**src/design/pmdd_pkg.sv**
```systemverilog
// pmdd_pkg: shared types, register map and constants of the PID motor drive block
// used by every module in the design folder; depends on nothing

package pmdd_pkg;

   // default parameter values
   localparam int DEF_SAMPLE_WIDTH = 16;
   localparam int DEF_FRAC_BITS    = 8;

   // fixed field widths
   localparam int GAIN_W     = 16;
   localparam int ILIM_W     = 15;
   localparam int OLIM_W     = 16;
   localparam int MAG_W      = 16;
   localparam int CSR_ADDR_W = 5;
   localparam int CSR_DATA_W = 32;

   // register reset values
   localparam logic [GAIN_W-1:0] RST_GAIN           = '0;
   localparam logic [ILIM_W-1:0] RST_INTEGRAL_LIMIT = 15'd2000;
   localparam logic [OLIM_W-1:0] RST_OUTPUT_LIMIT   = 16'd59999;
   localparam logic [OLIM_W-1:0] RST_DEADBAND_DRIVE = 16'd5000;
   localparam logic [OLIM_W-1:0] RST_DEADBAND_TURN  = 16'd9000;

   // register indexes (byte address is 4 * index)
   typedef enum logic [2:0] {
      REG_GAIN_PROP      = 3'd0,
      REG_GAIN_INTEG     = 3'd1,
      REG_GAIN_DERIV     = 3'd2,
      REG_INTEGRAL_LIMIT = 3'd3,
      REG_OUTPUT_LIMIT   = 3'd4,
      REG_DEADBAND_DRIVE = 3'd5,
      REG_DEADBAND_TURN  = 3'd6
   } reg_index_type;

   // configuration register file contents
   typedef struct packed {
      logic [GAIN_W-1:0] gain_prop;
      logic [GAIN_W-1:0] gain_integ;
      logic [GAIN_W-1:0] gain_deriv;
      logic [ILIM_W-1:0] integral_limit;
      logic [OLIM_W-1:0] output_limit;
      logic [OLIM_W-1:0] deadband_drive;
      logic [OLIM_W-1:0] deadband_turn;
   } cfg_type;

   // load strobes of the two multiply-add stages
   typedef struct packed {
      logic load_prod;
      logic load_acc;
   } mac_ctl_type;

   // error sum width: the sample width plus one bit, at least wide enough for the clamp
   function automatic int sum_width(input int sw);
      int w;
      w = sw + 1;
      if (w < ILIM_W + 1) w = ILIM_W + 1;
      return w;
   endfunction

   // width of the exact sum of the three gain products
   function automatic int acc_width(input int sw);
      int wi;
      int wd;
      wi = GAIN_W + sum_width(sw);
      wd = GAIN_W + sw + 2;
      return ((wi > wd) ? wi : wd) + 2;
   endfunction

endpackage

```
**src/design/pmdd_csr.sv**
```systemverilog
// pmdd_csr: APB-style configuration register file of the PID motor drive block
// depends on pmdd_pkg

module pmdd_csr (
   input  logic                                clock,
   input  logic                                reset,
   input  logic                                csr_psel,
   input  logic                                csr_penable,
   input  logic                                csr_pwrite,
   input  logic [pmdd_pkg::CSR_ADDR_W-1:0]     csr_paddr,
   input  logic [pmdd_pkg::CSR_DATA_W-1:0]     csr_pwdata,
   output logic [pmdd_pkg::CSR_DATA_W-1:0]     csr_prdata,
   output logic                                csr_pready,
   output pmdd_pkg::cfg_type                   cfg
);

   localparam int PAD16 = pmdd_pkg::CSR_DATA_W - 16;
   localparam int PAD15 = pmdd_pkg::CSR_DATA_W - pmdd_pkg::ILIM_W;

   pmdd_pkg::cfg_type       cfg_ff;
   pmdd_pkg::cfg_type       cfg_in;
   pmdd_pkg::reg_index_type reg_idx;
   logic                    wr_en;

   assign csr_pready = 1'b1;
   assign reg_idx    = pmdd_pkg::reg_index_type'(csr_paddr[pmdd_pkg::CSR_ADDR_W-1:2]);
   assign wr_en      = csr_psel & csr_penable & csr_pwrite;
   assign cfg        = cfg_ff;

   // register write decode
   always_comb begin
      cfg_in = cfg_ff;
      if (wr_en) begin
         unique case (reg_idx)
            pmdd_pkg::REG_GAIN_PROP:      cfg_in.gain_prop      = csr_pwdata[15:0];
            pmdd_pkg::REG_GAIN_INTEG:     cfg_in.gain_integ     = csr_pwdata[15:0];
            pmdd_pkg::REG_GAIN_DERIV:     cfg_in.gain_deriv     = csr_pwdata[15:0];
            pmdd_pkg::REG_INTEGRAL_LIMIT:
               cfg_in.integral_limit = csr_pwdata[pmdd_pkg::ILIM_W-1:0];
            pmdd_pkg::REG_OUTPUT_LIMIT:   cfg_in.output_limit   = csr_pwdata[15:0];
            pmdd_pkg::REG_DEADBAND_DRIVE: cfg_in.deadband_drive = csr_pwdata[15:0];
            pmdd_pkg::REG_DEADBAND_TURN:  cfg_in.deadband_turn  = csr_pwdata[15:0];
            default: ;
         endcase
      end
   end

   // register file
   always_ff @(posedge clock) begin
      if (reset) begin
         cfg_ff.gain_prop      <= pmdd_pkg::RST_GAIN;
         cfg_ff.gain_integ     <= pmdd_pkg::RST_GAIN;
         cfg_ff.gain_deriv     <= pmdd_pkg::RST_GAIN;
         cfg_ff.integral_limit <= pmdd_pkg::RST_INTEGRAL_LIMIT;
         cfg_ff.output_limit   <= pmdd_pkg::RST_OUTPUT_LIMIT;
         cfg_ff.deadband_drive <= pmdd_pkg::RST_DEADBAND_DRIVE;
         cfg_ff.deadband_turn  <= pmdd_pkg::RST_DEADBAND_TURN;
      end else begin
         cfg_ff <= cfg_in;
      end
   end

   // read back mux
   always_comb begin
      unique case (reg_idx)
         pmdd_pkg::REG_GAIN_PROP:      csr_prdata = {{PAD16{1'b0}}, cfg_ff.gain_prop};
         pmdd_pkg::REG_GAIN_INTEG:     csr_prdata = {{PAD16{1'b0}}, cfg_ff.gain_integ};
         pmdd_pkg::REG_GAIN_DERIV:     csr_prdata = {{PAD16{1'b0}}, cfg_ff.gain_deriv};
         pmdd_pkg::REG_INTEGRAL_LIMIT: csr_prdata = {{PAD15{1'b0}}, cfg_ff.integral_limit};
         pmdd_pkg::REG_OUTPUT_LIMIT:   csr_prdata = {{PAD16{1'b0}}, cfg_ff.output_limit};
         pmdd_pkg::REG_DEADBAND_DRIVE: csr_prdata = {{PAD16{1'b0}}, cfg_ff.deadband_drive};
         pmdd_pkg::REG_DEADBAND_TURN:  csr_prdata = {{PAD16{1'b0}}, cfg_ff.deadband_turn};
         default:                      csr_prdata = '0;
      endcase
   end

endmodule

```
**src/design/pmdd_error.sv**
```systemverilog
// pmdd_error: error, clamped error sum and error difference stage
// holds the controller state; depends on pmdd_pkg

module pmdd_error #(
   parameter int SAMPLE_WIDTH = pmdd_pkg::DEF_SAMPLE_WIDTH
) (
   input  logic                                     clock,
   input  logic                                     reset,
   input  logic                                     load,
   input  logic signed [SAMPLE_WIDTH-1:0]           setpoint,
   input  logic signed [SAMPLE_WIDTH-1:0]           measured,
   input  logic [pmdd_pkg::ILIM_W-1:0]              integral_limit,
   output logic signed [SAMPLE_WIDTH:0]             err,
   output logic signed [pmdd_pkg::sum_width(SAMPLE_WIDTH)-1:0] err_sum,
   output logic signed [SAMPLE_WIDTH+1:0]           err_delta
);

   localparam int EW   = SAMPLE_WIDTH + 1;
   localparam int SUMW = pmdd_pkg::sum_width(SAMPLE_WIDTH);
   localparam int CW   = SUMW + 1;
   localparam int DW   = SAMPLE_WIDTH + 2;

   logic signed [EW-1:0]   err_ff;
   logic signed [EW-1:0]   err_in;
   logic signed [SUMW-1:0] sum_ff;
   logic signed [SUMW-1:0] sum_in;
   logic signed [DW-1:0]   delta_ff;
   logic signed [DW-1:0]   delta_in;
   logic signed [CW-1:0]   sum_raw;
   logic signed [CW-1:0]   sum_clamp;
   logic signed [CW-1:0]   lim_pos;
   logic signed [CW-1:0]   lim_neg;

   // error and its change since the previous transaction
   assign err_in   = $signed({setpoint[SAMPLE_WIDTH-1], setpoint})
                   - $signed({measured[SAMPLE_WIDTH-1], measured});
   assign delta_in = DW'(err_in) - DW'(err_ff);

   // running sum with symmetric clamp
   assign sum_raw = CW'(sum_ff) + CW'(err_in);
   assign lim_pos = $signed({{(CW-pmdd_pkg::ILIM_W){1'b0}}, integral_limit});
   assign lim_neg = -lim_pos;

   always_comb begin
      priority if (sum_raw > lim_pos) begin
         sum_clamp = lim_pos;
      end else if (sum_raw < lim_neg) begin
         sum_clamp = lim_neg;
      end else begin
         sum_clamp = sum_raw;
      end
   end

   assign sum_in = sum_clamp[SUMW-1:0];

   // controller state: last error and clamped sum
   always_ff @(posedge clock) begin
      if (reset) begin
         err_ff <= '0;
         sum_ff <= '0;
      end else if (load) begin
         err_ff <= err_in;
         sum_ff <= sum_in;
      end
   end

   always_ff @(posedge clock) begin
      if (load) begin
         delta_ff <= delta_in;
      end
   end

   assign err       = err_ff;
   assign err_sum   = sum_ff;
   assign err_delta = delta_ff;

endmodule

```
**src/design/pmdd_mac.sv**
```systemverilog
// pmdd_mac: gain products stage and sum-and-shift stage
// depends on pmdd_pkg

module pmdd_mac #(
   parameter int SAMPLE_WIDTH = pmdd_pkg::DEF_SAMPLE_WIDTH,
   parameter int FRAC_BITS    = pmdd_pkg::DEF_FRAC_BITS
) (
   input  logic                                     clock,
   input  pmdd_pkg::mac_ctl_type                    ctl,
   input  logic [pmdd_pkg::GAIN_W-1:0]              gain_prop,
   input  logic [pmdd_pkg::GAIN_W-1:0]              gain_integ,
   input  logic [pmdd_pkg::GAIN_W-1:0]              gain_deriv,
   input  logic signed [SAMPLE_WIDTH:0]             err,
   input  logic signed [pmdd_pkg::sum_width(SAMPLE_WIDTH)-1:0] err_sum,
   input  logic signed [SAMPLE_WIDTH+1:0]           err_delta,
   output logic signed [pmdd_pkg::acc_width(SAMPLE_WIDTH)-1:0] acc
);

   localparam int GW   = pmdd_pkg::GAIN_W;
   localparam int PW_P = GW + SAMPLE_WIDTH + 1;
   localparam int PW_I = GW + pmdd_pkg::sum_width(SAMPLE_WIDTH);
   localparam int PW_D = GW + SAMPLE_WIDTH + 2;
   localparam int AW   = pmdd_pkg::acc_width(SAMPLE_WIDTH);

   logic signed [GW-1:0]   kp;
   logic signed [GW-1:0]   ki;
   logic signed [GW-1:0]   kd;
   logic signed [PW_P-1:0] prod_p_in;
   logic signed [PW_P-1:0] prod_p_ff;
   logic signed [PW_I-1:0] prod_i_in;
   logic signed [PW_I-1:0] prod_i_ff;
   logic signed [PW_D-1:0] prod_d_in;
   logic signed [PW_D-1:0] prod_d_ff;
   logic signed [AW-1:0]   sum_all;
   logic signed [AW-1:0]   acc_in;
   logic signed [AW-1:0]   acc_ff;

   assign kp = $signed(gain_prop);
   assign ki = $signed(gain_integ);
   assign kd = $signed(gain_deriv);

   // three full-width products, one multiplier each
   assign prod_p_in = kp * err;
   assign prod_i_in = ki * err_sum;
   assign prod_d_in = kd * err_delta;

   always_ff @(posedge clock) begin
      if (ctl.load_prod) begin
         prod_p_ff <= prod_p_in;
         prod_i_ff <= prod_i_in;
         prod_d_ff <= prod_d_in;
      end
   end

   // exact sum, then floor shift by the gain fraction bits
   assign sum_all = AW'(prod_p_ff) + AW'(prod_i_ff) + AW'(prod_d_ff);
   assign acc_in  = sum_all >>> FRAC_BITS;

   always_ff @(posedge clock) begin
      if (ctl.load_acc) begin
         acc_ff <= acc_in;
      end
   end

   assign acc = acc_ff;

endmodule

```
**src/design/pmdd_shape.sv**
```systemverilog
// pmdd_shape: output saturation, deadband and sign/magnitude result register
// depends on pmdd_pkg

module pmdd_shape #(
   parameter int SAMPLE_WIDTH = pmdd_pkg::DEF_SAMPLE_WIDTH
) (
   input  logic                                     clock,
   input  logic                                     load,
   input  logic signed [pmdd_pkg::acc_width(SAMPLE_WIDTH)-1:0] acc,
   input  logic                                     turn_mode,
   input  logic [pmdd_pkg::OLIM_W-1:0]              output_limit,
   input  logic [pmdd_pkg::OLIM_W-1:0]              deadband_drive,
   input  logic [pmdd_pkg::OLIM_W-1:0]              deadband_turn,
   output logic [pmdd_pkg::MAG_W-1:0]               drive_magnitude,
   output logic                                     positive_dir
);

   localparam int AW = pmdd_pkg::acc_width(SAMPLE_WIDTH);
   localparam int MW = pmdd_pkg::MAG_W;

   logic signed [AW-1:0] lim_pos;
   logic signed [AW-1:0] lim_neg;
   logic signed [AW-1:0] acc_abs;
   logic [MW-1:0]        mag_sat;
   logic [MW-1:0]        deadband;
   logic [MW-1:0]        mag_in;
   logic [MW-1:0]        mag_ff;
   logic                 pos_in;
   logic                 pos_ff;

   assign lim_pos = $signed({{(AW-pmdd_pkg::OLIM_W){1'b0}}, output_limit});
   assign lim_neg = -lim_pos;
   assign acc_abs = acc[AW-1] ? -acc : acc;

   // saturate to the output limit
   always_comb begin
      priority if ((acc > lim_pos) || (acc < lim_neg)) begin
         mag_sat = output_limit;
      end else begin
         mag_sat = acc_abs[MW-1:0];
      end
   end

   // mode-selected deadband forces small outputs to zero
   assign deadband = turn_mode ? deadband_turn : deadband_drive;
   assign mag_in   = (mag_sat < deadband) ? '0 : mag_sat;
   assign pos_in   = ~acc[AW-1] & (mag_in != '0);

   always_ff @(posedge clock) begin
      if (load) begin
         mag_ff <= mag_in;
         pos_ff <= pos_in;
      end
   end

   assign drive_magnitude = mag_ff;
   assign positive_dir    = pos_ff;

endmodule

```
**src/design/pid_motor_drive_deadband_top.sv**
```systemverilog
// pid_motor_drive_deadband_top: PID controller with integral clamp, output saturation
// and deadband; depends on pmdd_pkg, pmdd_csr, pmdd_error, pmdd_mac, pmdd_shape
//
//   channel  direction  contents
//   req      in         tdata: setpoint, measured; tuser: turn_mode
//   rsp      out        tdata: drive_magnitude; tuser: positive_dir
//   csr      in/out     APB-style register port, 7 registers at 4*index
//
// One transaction is accepted per cycle while req_tready is high.
// Five register stages: input, error/sum update, products, sum-and-shift, result.
// Each stage holds when the one after it is full and not moving, so req_tready drops
// only when all five stages hold data behind a stalled rsp channel.
// Synchronous reset clears stage valid bits, error sum, previous error; resets CSRs.

module pid_motor_drive_deadband_top #(
   parameter int SAMPLE_WIDTH = pmdd_pkg::DEF_SAMPLE_WIDTH,
   parameter int FRAC_BITS    = pmdd_pkg::DEF_FRAC_BITS,
   localparam int REQ_DATA_W  = ((2 * SAMPLE_WIDTH + 7) / 8) * 8
) (
   input  logic                             clock,
   input  logic                             reset,
   // request stream
   input  logic                             req_tvalid,
   output logic                             req_tready,
   input  logic [REQ_DATA_W-1:0]            req_tdata,  // setpoint, measured (low bits up)
   input  logic                             req_tuser,  // turn_mode
   // result stream
   output logic                             rsp_tvalid,
   input  logic                             rsp_tready,
   output logic [pmdd_pkg::MAG_W-1:0]       rsp_tdata,  // drive_magnitude
   output logic                             rsp_tuser,  // positive_dir
   // configuration port
   input  logic                             csr_psel,
   input  logic                             csr_penable,
   input  logic                             csr_pwrite,
   input  logic [pmdd_pkg::CSR_ADDR_W-1:0]  csr_paddr,
   input  logic [pmdd_pkg::CSR_DATA_W-1:0]  csr_pwdata,
   output logic [pmdd_pkg::CSR_DATA_W-1:0]  csr_prdata,
   output logic                             csr_pready
);

   localparam int SW   = SAMPLE_WIDTH;
   localparam int SUMW = pmdd_pkg::sum_width(SAMPLE_WIDTH);
   localparam int AW   = pmdd_pkg::acc_width(SAMPLE_WIDTH);

   pmdd_pkg::cfg_type     cfg;
   pmdd_pkg::mac_ctl_type mac_ctl;

   logic signed [SW-1:0]   setpoint_ff;
   logic signed [SW-1:0]   measured_ff;
   logic                   mode_s1_ff;
   logic                   mode_s2_ff;
   logic                   mode_s3_ff;
   logic                   mode_s4_ff;
   logic                   v1_ff;
   logic                   v2_ff;
   logic                   v3_ff;
   logic                   v4_ff;
   logic                   v5_ff;
   logic                   rdy1;
   logic                   rdy2;
   logic                   rdy3;
   logic                   rdy4;
   logic                   rdy5;
   logic                   ld1;
   logic                   ld2;
   logic                   ld3;
   logic                   ld4;
   logic                   ld5;
   logic signed [SW:0]     err;
   logic signed [SUMW-1:0] err_sum;
   logic signed [SW+1:0]   err_delta;
   logic signed [AW-1:0]   acc;

   // stage flow control: a stage moves when it is empty or the next one moves
   assign rdy5 = ~v5_ff | rsp_tready;
   assign rdy4 = ~v4_ff | rdy5;
   assign rdy3 = ~v3_ff | rdy4;
   assign rdy2 = ~v2_ff | rdy3;
   assign rdy1 = ~v1_ff | rdy2;

   assign ld1 = req_tvalid & rdy1;
   assign ld2 = v1_ff & rdy2;
   assign ld3 = v2_ff & rdy3;
   assign ld4 = v3_ff & rdy4;
   assign ld5 = v4_ff & rdy5;

   assign mac_ctl.load_prod = ld3;
   assign mac_ctl.load_acc  = ld4;

   assign req_tready = rdy1;
   assign rsp_tvalid = v5_ff;

   // stage valid bits
   always_ff @(posedge clock) begin
      if (reset) begin
         v1_ff <= 1'b0;
         v2_ff <= 1'b0;
         v3_ff <= 1'b0;
         v4_ff <= 1'b0;
         v5_ff <= 1'b0;
      end else begin
         if (rdy1) v1_ff <= req_tvalid;
         if (rdy2) v2_ff <= v1_ff;
         if (rdy3) v3_ff <= v2_ff;
         if (rdy4) v4_ff <= v3_ff;
         if (rdy5) v5_ff <= v4_ff;
      end
   end

   // input register and mode pipeline
   always_ff @(posedge clock) begin
      if (ld1) begin
         setpoint_ff <= $signed(req_tdata[SW-1:0]);
         measured_ff <= $signed(req_tdata[2*SW-1:SW]);
         mode_s1_ff  <= req_tuser;
      end
      if (ld2) mode_s2_ff <= mode_s1_ff;
      if (ld3) mode_s3_ff <= mode_s2_ff;
      if (ld4) mode_s4_ff <= mode_s3_ff;
   end

   pmdd_csr u_csr (
      .clock       (clock),
      .reset       (reset),
      .csr_psel    (csr_psel),
      .csr_penable (csr_penable),
      .csr_pwrite  (csr_pwrite),
      .csr_paddr   (csr_paddr),
      .csr_pwdata  (csr_pwdata),
      .csr_prdata  (csr_prdata),
      .csr_pready  (csr_pready),
      .cfg         (cfg)
   );

   pmdd_error #(
      .SAMPLE_WIDTH (SAMPLE_WIDTH)
   ) u_error (
      .clock          (clock),
      .reset          (reset),
      .load           (ld2),
      .setpoint       (setpoint_ff),
      .measured       (measured_ff),
      .integral_limit (cfg.integral_limit),
      .err            (err),
      .err_sum        (err_sum),
      .err_delta      (err_delta)
   );

   pmdd_mac #(
      .SAMPLE_WIDTH (SAMPLE_WIDTH),
      .FRAC_BITS    (FRAC_BITS)
   ) u_mac (
      .clock      (clock),
      .ctl        (mac_ctl),
      .gain_prop  (cfg.gain_prop),
      .gain_integ (cfg.gain_integ),
      .gain_deriv (cfg.gain_deriv),
      .err        (err),
      .err_sum    (err_sum),
      .err_delta  (err_delta),
      .acc        (acc)
   );

   pmdd_shape #(
      .SAMPLE_WIDTH (SAMPLE_WIDTH)
   ) u_shape (
      .clock           (clock),
      .load            (ld5),
      .acc             (acc),
      .turn_mode       (mode_s4_ff),
      .output_limit    (cfg.output_limit),
      .deadband_drive  (cfg.deadband_drive),
      .deadband_turn   (cfg.deadband_turn),
      .drive_magnitude (rsp_tdata),
      .positive_dir    (rsp_tuser)
   );

`ifndef ASSERT_OFF
   // back pressure reaches the input only when every stage is occupied
   a_full_stall: assert property (@(posedge clock) disable iff (reset)
      !req_tready |-> (v1_ff && v2_ff && v3_ff && v4_ff && v5_ff))
      else $error("input stalled while a stage is empty");

   // controller state moves only with a transaction entering the error stage
   a_state_hold: assert property (@(posedge clock) disable iff (reset)
      !ld2 |=> ($stable(err_sum) && $stable(err)))
      else $error("error state changed without a transaction");

   // a forward direction always comes with a nonzero magnitude
   a_dir_mag: assert property (@(posedge clock) disable iff (reset)
      (rsp_tvalid && rsp_tuser) |-> (rsp_tdata != '0))
      else $error("positive direction with zero magnitude");
`endif

endmodule

```
**config.mk**
```make
export PLATFORM = sky130hd
export DESIGN_NAME = pid_motor_drive_deadband_top
export DESIGN_NICKNAME = d
export VERILOG_FILES = /design/src/design/pmdd_pkg.sv /design/src/design/pmdd_csr.sv /design/src/design/pmdd_error.sv /design/src/design/pmdd_mac.sv /design/src/design/pmdd_shape.sv /design/src/design/pid_motor_drive_deadband_top.sv
export SDC_FILE = /design/constraint.sdc
export NUM_CORES = 2
export LEC_CHECK = 0
export BUFFER_PORTS_ARGS = -buffer_cell sky130_fd_sc_hd__buf_2
export CAP_MARGIN = 20
export CORE_MARGIN = 4
export CORE_UTILIZATION = 39
export DETAILED_ROUTE_END_ITERATION = 12
export GPL_TIMING_DRIVEN = 1
export MAX_ROUTING_LAYER = met4
export PLACE_DENSITY = 0.54
export SETUP_SLACK_MARGIN = 0.5
export SYNTH_ARGS = -nofsm -noshare
export SYNTH_HDL_FRONTEND = slang
export SYNTH_SLANG_ARGS = --single-unit
```
**constraint.sdc**
```tcl
create_clock -name clock -period 9 [get_ports clock]
set_input_delay 0.9 -clock clock [delete_from_list [all_inputs] [get_ports clock]]
set_output_delay 0.9 -clock clock [all_outputs]
set_load 0.01 [all_outputs]
```
# Yosys cells after proc, flatten, opt, wreduce, memory -nomap -nowiden
# Index checks and enable logic that the tools add are counted.
dict set report word_totals {
  out_inout_bits 52
  wordCells 85
  register_bits 349
}
dict set report classes {
  multipliers 3
  n_bitwise 19
  order_cmp 5
  mux 7
  reduce_logical 10
  addsub 8
  eq_ne 6
}
# cell n
set ops {}
lappend ops {{$pmux W16 S7} 1}
lappend ops {{$mul A16 B17 Y33} 2}
lappend ops {{$mux W16} 4}
lappend ops {{$lt A28 B36 Y1} 1}
lappend ops {{$neg A16 Y36} 1}
lappend ops {{$add A34 B34 Y35} 1}
lappend ops {{$add A33 B33 Y34} 1}
lappend ops {{$mul A16 B18 Y34} 1}
lappend ops {{$mux W17} 2}
lappend ops {{$gt A28 B17 Y1} 1}
lappend ops {{$add A17 B17 Y18} 1}
lappend ops {{$gt A18 B16 Y1} 1}
lappend ops {{$lt A18 B18 Y1} 1}
lappend ops {{$neg A15 Y18} 1}
lappend ops {{$sub A17 B17 Y18} 1}
lappend ops {{$sub A16 B16 Y17} 1}
lappend ops {{$lt A16 B16 Y1} 1}
lappend ops {{$neg A16 Y16} 1}
lappend ops {{$reduce_bool A16 Y1} 1}
lappend ops {{$reduce_and A2 Y1} 7}
lappend ops {{$eq A3 B3 Y1 const B} 3}
lappend ops {{$and A1 B1 Y1} 8}
lappend ops {{$eq A3 B2 Y1 const B} 2}
lappend ops {{$not A1 Y1} 6}
lappend ops {{4 further kinds} 8}

# Longest topological paths before layout
dict set report logic_depth {
  ltp_word 8
  ltp_mapped 30
}

# By module
# Synthesis repeated with hierarchy kept, for this count alone.
dict set report hier_totals {
  hier_cells 5658
  hier_area_um2 53442.5
}
# module area_each_um2 seq_area_each_um2 cells_each instances
set by_module_without_submodules {}
lappend by_module_without_submodules {pmdd_mac 37591.1 3813.7 3887 1}
lappend by_module_without_submodules {pmdd_error 5713.0 1221.2 710 1}
lappend by_module_without_submodules {pmdd_csr 5480.3 2222.1 588 1}
lappend by_module_without_submodules {pmdd_shape 3339.5 510.5 411 1}
lappend by_module_without_submodules {pid_motor_drive_deadband_top 1318.8 1181.1 62 1}

# Least setup slack after synthesis
# Ideal clock, no wire load.
dict set report synth_path {
  path_type {input to register}
  start {input port rsp_tready}
  end {register mode_s3_ff (enable)}
  required_ps 8286
  path_slack_ps -220
  t_arrival_ps 8506
  stages 3
  cell_sequence {nor2b_1 > and2_0 > a21boi_0}
}
dict set report synth_via {
  elab_chain_len 4
}
# item line
set synth_lines {}
lappend synth_lines {{start: declaration} pid_motor_drive_deadband_top.sv:29} ;# input logic rsp_tready,
lappend synth_lines {{$or A1 B1 Y1} pid_motor_drive_deadband_top.sv:76} ;# assign rdy5 = ~v5_ff | rsp_tready;
lappend synth_lines {{$or A1 B1 Y1} pid_motor_drive_deadband_top.sv:77} ;# assign rdy4 = ~v4_ff | rdy5;
lappend synth_lines {{$or A1 B1 Y1} pid_motor_drive_deadband_top.sv:78} ;# assign rdy3 = ~v3_ff | rdy4;
lappend synth_lines {{$and A1 B1 Y1} pid_motor_drive_deadband_top.sv:84} ;# assign ld3 = v2_ff & rdy3;
lappend synth_lines {{named net ld3} pid_motor_drive_deadband_top.sv:67} ;# logic ld3;
lappend synth_lines {{end signal: assignment} pid_motor_drive_deadband_top.sv:119} ;# if (ld3) mode_s3_ff <= mode_s2_ff;
lappend synth_lines {{end: declaration} pid_motor_drive_deadband_top.sv:53} ;# logic mode_s3_ff;
# The timed path passes the listed nets, and every way through them passes these cells.
# A chain may end at the register's enable or synchronous reset.

# Worst setup path in the final report
dict set report layout_path {
  start {register, netlist name u_csr.cfg[83]}
  end {register u_mac.prod_i_ff[32], data pin}
}
dict set report layout_via {
  elab_chain_len 1
}
# item line
set layout_lines {}
lappend layout_lines {{$mul A16 B17 Y33} pmdd_mac.sv:44} ;# assign prod_i_in = ki * err_sum;
lappend layout_lines {{named net u_mac.prod_i_in[32]} pmdd_mac.sv:30} ;# logic signed [PW_I-1:0] prod_i_in;
lappend layout_lines {{end signal: assignment} pmdd_mac.sv:50} ;# prod_i_ff <= prod_i_in;
lappend layout_lines {{end: declaration} pmdd_mac.sv:31} ;# logic signed [PW_I-1:0] prod_i_ff;
# The timed path passes the listed nets, and every way through them passes these cells.

==> impl_metrics.toml <==
[outcome]
status = "finished clean"

[global_routing]
grt_usage_pct = 22.3
antenna_found_initial = 12
grt_max_degree = 73
grt_pass1_vias = 38200
grt_pass1_wl_um = 227000
grt.overflow.total = 0

[sta]
max_freq_ghz = 0.131
finalHoldViolations = 0
worst_pin_slew_ps = 1160
drv_slew = 0
setup_viol = 0
finalClockSkew_ps = 27.1
period_share_pct = 84.6
finalSetupTns_ps = 0
rsz0062_at_grt = "false"
relSlewSlack_pct = 22.4
layout_min_cycle_time_ps = 7610
setup_ws_ps = 1390

[floorplan]
die_area_um2 = 137000
pin_count = 129
core_area_um2 = 130000
core.rowCount = 132
die_w_um = 369
initial_core_util_pct = 39.3
die_h_um = 369

[detailed_routing]
wirelength_um = 145000
drt_iter0_drc = 2901
antenna_left = 0
firstDrtPassIters = 5
wl_per_cell_um = 20.1
route.detailed.drc = 0
via_per_inst = 5.16
num_vias = 37200

[synthesis]
syn_area_um2 = 51000
synth_flop_cell = "edfxtp_1"
netlist_instances = 5429
synthArstFlopShare_pct = 0
synth-seq-cells = 348
avgSynthCellArea_um2 = 9.39
post_synth_num_cell_types = 82
synth_edf_count = 198
ys_seq_area_share_pct = 17.6
ys_warn_count = 0

[placed_design]
dp_hpwl_um = 117000
portBuffers = 93
routabilityCongestion = 0.899
place_inst = 7139
post-place-ws_ps = 1500

[critical_path]
r2r_slack_ps = 1390
cp_max_fo = 19
cp.arrival_ps = 7950
worst_setup_path_start_kind = "flip-flop"
critPathLaunch = "u_csr.cfg[83]$_SDFFE_PP0P_"
endpoint = "u_mac.prod_i_ff[32]$_DFFE_PP_"
required_ps = 9340
reg2reg_to = "u_mac.prod_i_ff[32]$_DFFE_PP_"
endpoint_kind = "flip-flop"
rr_worst_depth = 22
r2r-start = "u_csr.cfg[83]$_SDFFE_PP0P_"
critPathKind = "reg -> reg"

[clocking]
cts_setup_buffers = 0
holdBufCountCts = 0
cts_root_buf = "clkbuf_16"
ctsResizeCount = 0
cts.sinks = 348
clk_pin_slew_ps = 60
tritoncts = "yes"
insertion_delay_ps = 610
clock_path_buffers = 3
numCtsBuffers = 39
cts_max_level = 2

[power_and_ir_drop]
ir_worst_vdd_mv = 0.152
p_per_area_nw_per_um2 = 102
leakagePower_nw = 23.6

[final_layout]
mostFrequentLayoutCells = "inv_1, fa_1, nand2_1, ha_1, and2_1"
finalNonFillerCells = 7216
final_nets = 6832
layout_commonest_cell = "inv_1"
final-seq-area_um2 = 8950
area.growth.synth_to_final_pct = 7.30
multi_input_area_um2 = 37300
layout-drive-gt1-share_pct = 5.03
n_fill_cell = 12800

[run]
maxCapViolCount = 0

[worst_hold_path]
holdPathStages = 0
hp-class = "reg -> reg"
[flip-flops by register name, indices dropped and copies added (netlist names)]
signal                   flops
u_csr.cfg                  111
u_mac.prod_d_ff             34
u_mac.prod_i_ff             33
u_mac.prod_p_ff             33
u_mac.acc                   27
u_error.err_delta           18
u_error.err                 17
u_error.err_sum             17
measured_ff                 16
setpoint_ff                 16
u_shape.drive_magnitude     16
mode_s1_ff                   1
mode_s2_ff                   1
mode_s3_ff                   1
mode_s4_ff                   1
rsp_tvalid                   1
u_shape.positive_dir         1
v1_ff                        1
v2_ff                        1
v3_ff                        1
v4_ff                        1
[stage by stage]
| stage | util, % | power (mW) | hold WS (ps) | instance area, µm² |
|---|---|---|---|---|
| 4_1_cts | 42.2 | 5.59 | 420 | 54700 |
| 5_1_grt | 42.2 | 5.87 | 439 | 54700 |
| 6_report | 42.2 | 5.57 | 431 | 54700 |
| 3_3_place_gp | 41.2 | 3.90 | 410 | 53400 |
| 2_1_floorplan | - | 3.19 | 400 | 51000 |
| 3_5_place_dp | 41.2 | 3.92 | 411 | 53400 |
[Yosys cell counts, drive strengths merged, types with 13 or more instances]
library cell | instances | area (µm²)
a21oi | 249 | 1260
o21ai | 103 | 516
a31oi | 21 | 131
nand2b | 62 | 388
nor2 | 169 | 634
o211ai | 30 | 225
xor2 | 37 | 324
mux2i | 47 | 470
a21o | 79 | 593
and3 | 14 | 87.6
or3 | 13 | 81.3
o21a | 33 | 248
buf | 46 | 260
nor3 | 38 | 190
nand2 | 812 | 3050
nand3 | 63 | 315
and2 | 326 | 2040
dfxtp | 150 | 3000
ha | 439 | 5490
fa | 878 | 17600
inv | 1015 | 3810
nor2b | 36 | 225
xnor2 | 167 | 1470
clkbuf | 176 | 664
o21bai | 15 | 116
o31ai | 13 | 111
nand4 | 26 | 163
edfxtp | 198 | 5950
[power breakdown]
part	switching [mW]	total (mW)	internal [mW]
registers	0.183	1.98	1.80
logic	1.26	1.93	0.669
clock network	0.742	1.66	0.922
[worst min-delay path by stage]
stage / start / end / slack (ps)
6_report: mode_s2_ff$_DFFE_PP_ / mode_s3_ff$_DFFE_PP_ / 430
5_1_grt: req_tdata[13] / setpoint_ff[13]$_DFFE_PP_ / 440
2_1_floorplan: mode_s1_ff$_DFFE_PP_ / mode_s2_ff$_DFFE_PP_ / 400
3_3_place_gp: mode_s1_ff$_DFFE_PP_ / mode_s2_ff$_DFFE_PP_ / 410
4_1_cts: req_tdata[13] / setpoint_ff[13]$_DFFE_PP_ / 420
3_5_place_dp: mode_s2_ff$_DFFE_PP_ / mode_s3_ff$_DFFE_PP_ / 410
[area by class of cell]
class                   count  area share, %
well taps                1742           3.99
inverters                1016           6.97
clock inverters            17          0.414
flip-flops and latches    348           16.4
multi-input cells        3855           68.3
clock buffers              54           1.92
repair buffers            178           2.04
diodes                      6         0.0275
[per-layer routing]
| metal | wire [µm] | vias up | track usage, % |
|---|---|---|---|
| li1 | - | 17000 | - |
| met1 | 64400 | 19000 | 30.2 |
| met2 | 67200 | 997 | 35.2 |
| met3 | 7760 | 209 | 2.49 |
| met4 | 5400 | 0 | 6.85 |
| met5 | 0 | - | - |
[kinds of logic (layout without fill, tap and decap cells)]
kind of cell | after synthesis | in the layout | synth area share (%)
compound gates | 657 | 657 | 8.22
buf+inv | 1241 | 1265 | 9.35
xor+xnor | 204 | 204 | 3.52
fa+ha+maj | 1317 | 1317 | 45.3
simple gates | 1598 | 1598 | 14.6
mux | 62 | 62 | 1.43
flops | 348 | 348 | 17.6
other cells | 2 | 23 | 0.0147
[worst max-delay path, stage by stage, from the launching register on]
cell	delay, ps
dfxtp_1	1030
nand2_1	160
fa_1	530
inv_1	50
fa_1	530
inv_1	50
fa_1	510
inv_1	50
fa_1	470
inv_1	50
fa_1	530
inv_1	50
fa_1	470
ha_1	380
o21ai_0	110
a21oi_1	460
nor4_1	170
o31ai_1	520
nand4_1	280
a311oi_1	450
nor3b_1	140
a21oi_1	200
xnor2_1	110
No activity file was read; power rests on OpenSTA's default activity.
